--- src/rsos_pkg.sv ---
// shared types and constants for the range-sum block over arrival and sorted order
package rsos_pkg;

	localparam int POS_W      = 10;
	localparam int VAL_IN_W   = 30;
	localparam int VAL_WIDE_W = 48;
	localparam int SUM_W      = 40;

	typedef enum logic [1:0] {
		OP_CLEAR       = 2'd0,
		OP_LOAD        = 2'd1,
		OP_SUM_ARRIVAL = 2'd2,
		OP_SUM_SORTED  = 2'd3
	} op_t;

	localparam logic STATUS_OK        = 1'b0;
	localparam logic STATUS_BAD_RANGE = 1'b1;

	typedef struct packed {
		op_t                 op;
		logic [VAL_IN_W-1:0] value;
		logic [POS_W-1:0]    first_pos;
		logic [POS_W-1:0]    last_pos;
	} item_t;

	typedef struct packed {
		logic [SUM_W-1:0] range_sum;
		logic             status;
	} result_t;

	// broadcast controls from the top level to every cell
	typedef struct packed {
		logic load;
		logic query;
		logic lo_ok;
	} cell_ctrl_t;

endpackage

--- src/rsos_cell.sv ---
// one slot of the sorted store: value and prefix sum, shifts right on insert
module rsos_cell #(
	parameter int IDX        = 0,
	parameter int VALUE_BITS = 30,
	parameter int AW         = 10,
	parameter int CW         = 11
) (
	input  logic                         clk,
	input  rsos_pkg::cell_ctrl_t         ctrl,
	input  logic [VALUE_BITS-1:0]        v,
	input  logic [CW-1:0]                count,
	input  logic [AW-1:0]                hi_idx,
	input  logic [AW-1:0]                lo_idx,
	input  logic [VALUE_BITS-1:0]        left_val,
	input  logic [rsos_pkg::SUM_W-1:0]   left_pre,
	input  logic                         left_gt,
	output logic [VALUE_BITS-1:0]        val,
	output logic [rsos_pkg::SUM_W-1:0]   pre,
	output logic                         gt,
	output logic [rsos_pkg::SUM_W-1:0]   hit_hi,
	output logic [rsos_pkg::SUM_W-1:0]   hit_lo
);

	localparam logic [CW-1:0] MY_POS = CW'(IDX);
	localparam logic [AW-1:0] MY_ADR = AW'(IDX);

	logic [VALUE_BITS-1:0]      val_q;
	logic [rsos_pkg::SUM_W-1:0] pre_q;
	logic [rsos_pkg::SUM_W-1:0] hit_hi_q;
	logic [rsos_pkg::SUM_W-1:0] hit_lo_q;
	logic                       self_ins;

	// occupied slot holding a value above the new one
	assign gt = (MY_POS < count) && (val_q > v);

	// new value lands here: first slot above it, or the free slot at the end
	assign self_ins = (MY_POS <= count) && (gt || (MY_POS == count));

	// insert: shift from the left neighbor or take the new value
	always_ff @(posedge clk) begin
		if (ctrl.load) begin
			if (left_gt) begin
				val_q <= left_val;
				pre_q <= left_pre + rsos_pkg::SUM_W'(v);
			end else if (self_ins) begin
				val_q <= v;
				pre_q <= left_pre + rsos_pkg::SUM_W'(v);
			end
		end
	end

	// query: offer the prefix when this slot is addressed, zero otherwise
	always_ff @(posedge clk) begin
		if (ctrl.query) begin
			hit_hi_q <= (MY_ADR == hi_idx) ? pre_q : '0;
			hit_lo_q <= (ctrl.lo_ok && (MY_ADR == lo_idx)) ? pre_q : '0;
		end
	end

	assign val    = val_q;
	assign pre    = pre_q;
	assign hit_hi = hit_hi_q;
	assign hit_lo = hit_lo_q;

endmodule

--- config.mk ---
export PLATFORM = sky130hd
export DESIGN_NAME = rsos_cell
export DESIGN_NICKNAME = d
export VERILOG_FILES = /design/src/rsos_pkg.sv /design/src/rsos_cell.sv
export SDC_FILE = /design/constraint.sdc
export NUM_CORES = 1
export LEC_CHECK = 0
export ABC_AREA = 0
export BUFFER_PORTS_ARGS = -buffer_cell sky130_fd_sc_hd__buf_2
export CAP_MARGIN = 20
export CELL_PAD_IN_SITES_DETAIL_PLACEMENT = 2
export CELL_PAD_IN_SITES_GLOBAL_PLACEMENT = 2
export CORE_MARGIN = 10
export CORE_UTILIZATION = 34
export CTS_CLUSTER_SIZE = 14
export DETAILED_ROUTE_END_ITERATION = 10
export PLACE_DENSITY_LB_ADDON = 0.3
export SETUP_SLACK_MARGIN = 0.02
export SLEW_MARGIN = 5
export SYNTH_ARGS = -nofsm -noshare
export SYNTH_HDL_FRONTEND = slang
export SYNTH_SLANG_ARGS = --single-unit
export TNS_END_PERCENT = 10
--- constraint.sdc ---
create_clock -name clk -period 10.3 [get_ports clk]
set_input_delay 0.515 -clock clk [delete_from_list [all_inputs] [get_ports clk]]
set_output_delay 0.515 -clock clk [all_outputs]
set_load 0.01 [all_outputs]
* After elaboration in Yosys (flattened, before gate mapping) *
Cells that the tools add are included.

storage, ports and cells
  register bits after elaboration = 150
  bits in latches = 0
  bits in writable memories = 0
  bits in read-only memories = 0
  bits of input ports = 136
  output and inout bits = 151
  logic and storage cells = 21
  memories = 0

cells by class
  $add $sub $neg = 1
  multipliers = 0
  divide/modulo/power cells = 0
  magnitude comparators = 3
  equal/unequal tests = 0
  shifts and indexed selects = 0
  muxes and demuxes = 4
  bitwise logic cells = 0
  reductions and logical operators = 9

operators by type and width
  operator                                                                           number
  40-bit two-way mux                                                                 2
  30-bit two-way mux                                                                 2
  40-bit by 30-bit adder with 40-bit output                                          1
  30-bit > comparator                                                                1
  10-bit zero test                                                                   2
  1-bit by 11-bit less-or-equal comparator with 1-bit output (first input constant)  1
  11-bit zero test                                                                   1
  1-bit by 11-bit less-than comparator with 1-bit output (first input constant)      1
  1-bit logical AND                                                                  3
  2-bit AND reduction                                                                1
  2-bit nonzero test                                                                 1
  1-bit logical OR                                                                   1

* Logic depth before layout (Yosys ltp) *
  depth in word-level cells = 6
  mapped depth = 9
  gate-level depth less buffers = 9

* Worst setup path before layout *
OpenSTA, ideal clock, no wires.

  kind = input -> register
  start point = in v[13]
  end point = reg pre_q (netlist bit pre[0]), enable pin
  library setup time = 0.440 ns
  arrival = 3.789 ns
  data required time = 9.860 ns
  setup slack = 6.071 ns
  cell stages on the path = 8
  path buffers = 0
  cells stage by stage = inv_1 -> ha_1 -> nand4_1 -> or2_2 -> o221ai_1 -> nand2_1 -> a221oi_1 -> o31a_1

between the ends
  word-level cells in the longest chain between the ends = 6

RTL lines
  item                           line             text
  start: declaration             rsos_cell.sv:10  input logic [VALUE_BITS-1:0] v,
  30-bit > comparator            rsos_cell.sv:34  assign gt = (MY_POS < count) && (val_q > v);
  1-bit logical AND              rsos_cell.sv:34
  net gt                         rsos_cell.sv:19  output logic gt,
  1-bit logical OR               rsos_cell.sv:37  assign self_ins = (MY_POS <= count) && (gt || (MY_POS == count));
  1-bit logical AND              rsos_cell.sv:37
  2-bit nonzero test (no line)   n/a
  2-bit AND reduction (no line)  n/a
  end signal: assignment         rsos_cell.sv:44  pre_q <= left_pre + rsos_pkg::SUM_W'(v);
  end signal: assignment         rsos_cell.sv:47  pre_q <= left_pre + rsos_pkg::SUM_W'(v);
  end: declaration               rsos_cell.sv:28  logic [rsos_pkg::SUM_W-1:0] pre_q;

The timed path passes the listed nets, and every way through them passes these cells.
A chain may end at the register's enable or synchronous reset.

* Final worst setup path *
  start point = reg val_q[21] (netlist: val[21])
  end point = reg pre_q (netlist bit pre[4]), enable pin

between the ends
  word-level cells in the longest chain between the ends = 6

RTL lines
  item                           line             text
  start: declaration             rsos_cell.sv:27  logic [VALUE_BITS-1:0] val_q;
  start signal: assignment       rsos_cell.sv:43  val_q <= left_val;
  start signal: assignment       rsos_cell.sv:46  val_q <= v;
  30-bit > comparator            rsos_cell.sv:34
  1-bit logical AND              rsos_cell.sv:34
  1-bit logical OR               rsos_cell.sv:37
  1-bit logical AND              rsos_cell.sv:37
  2-bit nonzero test (no line)   n/a
  2-bit AND reduction (no line)  n/a

Every way passes these cells.

==> run_results.csv <==
group,metric,value,unit
layout,drive_gt1_share,34.1,%
clocking,htree_levels,4,
setup_path,cp_top_family,"compound AO/OA/AOI/OAI gates",
route,routed_wirelength,28400,um
run,drv_cap,0,
route,drt_drc_violations_left,0,
synthesis,seq_area_frac_synth,56.3,%
setup_path,worst-path-buf-inv,1,
floorplanning,rows,56,
clocking,clk-insertion-delay-late,0.42,ns
layout,final_area,0.0104,mm^2
setup_path,r2r-start,"val[21]",
synthesis,synth_top_area_share,56.3,%
floorplanning,die_w,173,um
global_routing,grtUsageTotal,18.6,%
synthesis,synth.area.top_cells,"edfxtp_1, ha_1, and2_1",
route,initialDrtViolationCount,251,
synthesis,synth-seq-cells,150,
route,dr_total_vias,6494,
route,first_pass_iters,4,
hold_path,hp-class,"in2reg",
timing,period_share,37.6,%
timing,holdWs,0.375,ns
floorplanning,dieArea,0.0301,mm^2
power_and_ir_drop,p_leak,4.64,nW
power_and_ir_drop,clock_power_share,36.6,%
synthesis,synth.top_cells.by_count,"edfxtp_1, and2_1, ha_1, nand2_1, a21oi_1",
synthesis,synth_fp_nets,885,
layout,layout.nets,1172,
route,routed_via_density,4.96,
clocking,clock-sinks,150,
timing,hold_violations,0,
clocking,root_buffer,"clkbuf_16",
floorplanning,io_pins,287,
floorplanning,start_util,34.3,%
synthesis,synth_edf_count,150,
setup_path,max_stage_delay,0.84,ns
power_and_ir_drop,powerDensity,158,mW/mm^2
synthesis,synthArstFlopShare,0,%
power_and_ir_drop,pwr-share-comb,17.6,%
place,pre_cts_slack,6.09,ns
power_and_ir_drop,switching_share,29.5,%
setup_path,critPathKind,"reg2reg",
timing,period_minus_slack,3.87,ns
layout,syn_to_final_growth,29.5,%
timing,slew_violations,0,
synthesis,syn_area,0.00800,mm^2
route,ant_nets,0,
timing,relSlewSlack,31.6,%
timing,finClkSkew,0.0166,ns
power_and_ir_drop,p_seq_share,45.8,%
setup_path,worst_ep_required_time,10.35,ns
global_routing,grt-ovfl-total,0,
setup_path,worstSetupPathDepth,7,
global_routing,antenna_found_initial,1,
synthesis,yosysUniqueCellTypes,53,
power_and_ir_drop,ir_drop,0.0000791,V
global_routing,grt_pass1_wl,44200,um
synthesis,syn_area_per_cell,11.6,um^2
setup_path,critPathLaunch,"val[21]",
timing,finalSetupViolations,0,
setup_path,critPathCaptureType,"flip-flop",
setup_path,ff2ff_setup_slack,6.43,ns
run_status,status,"completed",
layout,fillers,2535,
timing,setup_ws,6.43,ns
place,gp_congestion,0.807,
hold_path,holdPathStages,3,
place,dp_hpwl,23100,um
clocking,cts_buffers,17,
clocking,cts_setup_buffers,0,
clocking,postCtsResizedCells,0,
setup_path,cp-start-kind,"flip-flop",
clocking,ctsHoldBuffers,0,
route,wl_per_cell,21.7,um
global_routing,grt_max_degree,81,
setup_path,reg2reg_depth,7,
power_and_ir_drop,p_sw,484,uW
synthesis,synth_top_area_cell,"edfxtp_1",
setup_path,cp-endpoint,"pre[4]",
synthesis,syn_inst,688,
clocking,cts_tree,"built",
timing,setup_tns,0,ns
place,io_buffers,286,
setup_path,cpMaxStageDelayCell,"o31a_2",
setup_path,rr_endpoint,"pre[4]",
timing,fmax,0.258,GHz
clocking,clk_pin_slew,0.07,ns
global_routing,grt_pass1_vias,7313,
clocking,cts.path.max_buffers,2,
floorplanning,die_h,173,um
timing,rsz0062_at_grt,"false",
timing,tightest_slew,1.03,ns
setup_path,path_cells,"ha_1, nand4_1, nor4_1, nand2_1, a221oi_1, o31a_2, buf_4",
synthesis,ys.warnings.count,0,
setup_path,crit_fanout,36,
synthesis,synth_ff_type,"edfxtp_1",
place,placed_cell_area,0.00980,mm^2
floorplanning,design.core.area,0.0233,mm^2
synthesis,yosysMostFrequentCell,"edfxtp_1",
setup_path,arrival,3.92,ns
power_and_ir_drop,p_int,1.16,mW
## kinds of logic (layout without fill, tap and decap cells)
| family | after synthesis | in the layout | synth area share [%] |
|---|---|---|---|
| AND/OR/NAND/NOR | 215 | 215 | 14.5 |
| AO/OA/AOI/OAI | 157 | 157 | 12.4 |
| flip-flops | 150 | 150 | 56.3 |
| buffers and inverters | 69 | 369 | 3.27 |
| adder cells (fa/ha/maj) | 61 | 61 | 9.63 |
| XOR/XNOR | 35 | 35 | 3.83 |
| multiplexers | 1 | 1 | 0.141 |
| other | 0 | 2 | 0 |
## layer usage
layer	up-vias	track usage (%)	part of all wire [%]
li1	3091	-	-
met1	3192	23.4	45
met2	198	31.5	49
met3	13	4.88	5.7
met4	0	3.49	0.73
met5	-	0	0
## worst min path at each step
stage                 start         end  slack (ns)
3_5_place_dp         pre[3]   hit_hi[3]        0.57
5_1_grt        left_val[19]     val[19]        0.37
2_1_floorplan        pre[0]   hit_hi[0]        0.61
6_report        left_val[2]      val[2]        0.38
3_3_place_gp        pre[35]  hit_lo[35]        0.55
4_1_cts        left_val[19]     val[19]        0.36
## cell usage in the layout, fill, tap and decap left out, types with 6 or more instances in the layout
master and n:
buf_2 285, edfxtp_1 150, and2_1 81, ha_1 60, nand2_1 58, a21oi_1 49
inv_1 47, o21ai_0 47, xnor2_1 22, nand4_1 20, a21o_1 18, nor2_1 17
clkbuf_16 17, xor2_1 13, o211ai_1 8, nand3_1 8, and3_1 6
## worst register-to-register path, cell delays in order, from the launching register on
cell      delay (ns)
edfxtp_1        0.43
ha_1            0.33
nand4_1         0.13
nor4_1          0.67
nand2_1         0.12
a221oi_1        0.37
o31a_2          0.84
buf_4           0.59
## per-stage QoR
step           util (%)  cells  power (mW)
2_1_floorplan         -    688       0.911
5_1_grt            44.4   1307        1.72
6_report           44.4   1309        1.64
3_5_place_dp       42.0   1275        1.06
3_3_place_gp       42.0   1275        1.04
4_1_cts            44.4   1307        1.66
## final cells by class
cell class | count | area, um^2 | share of cell area (%)
flip-flops and latches | 150 | 4500 | 43.4
multi-input cells | 469 | 3250 | 31.4
diodes | 2 | 5.00 | 0.0483
clock inverters | 14 | 139 | 1.34
clock buffers | 18 | 429 | 4.14
repair buffers | 290 | 1460 | 14.1
inverters | 47 | 176 | 1.70
well taps | 319 | 399 | 3.85
## state kept, by name (all words and copies together), names as in the netlist
name    count
hit_hi     40
hit_lo     40
pre        40
val        30
## power by group through the flow
| stage | Clock [mW] | Combinational, mW | Sequential, mW |
|---|---|---|---|
| after global routing | 0.638 | 0.322 | 0.757 |
| after global placement | 0 | 0.283 | 0.761 |
| final | 0.600 | 0.288 | 0.751 |
| after detailed placement | 0 | 0.292 | 0.766 |
| after CTS | 0.616 | 0.294 | 0.753 |
| after floorplan | 0 | 0.137 | 0.774 |
No activity file was read; power rests on OpenSTA's default activity.
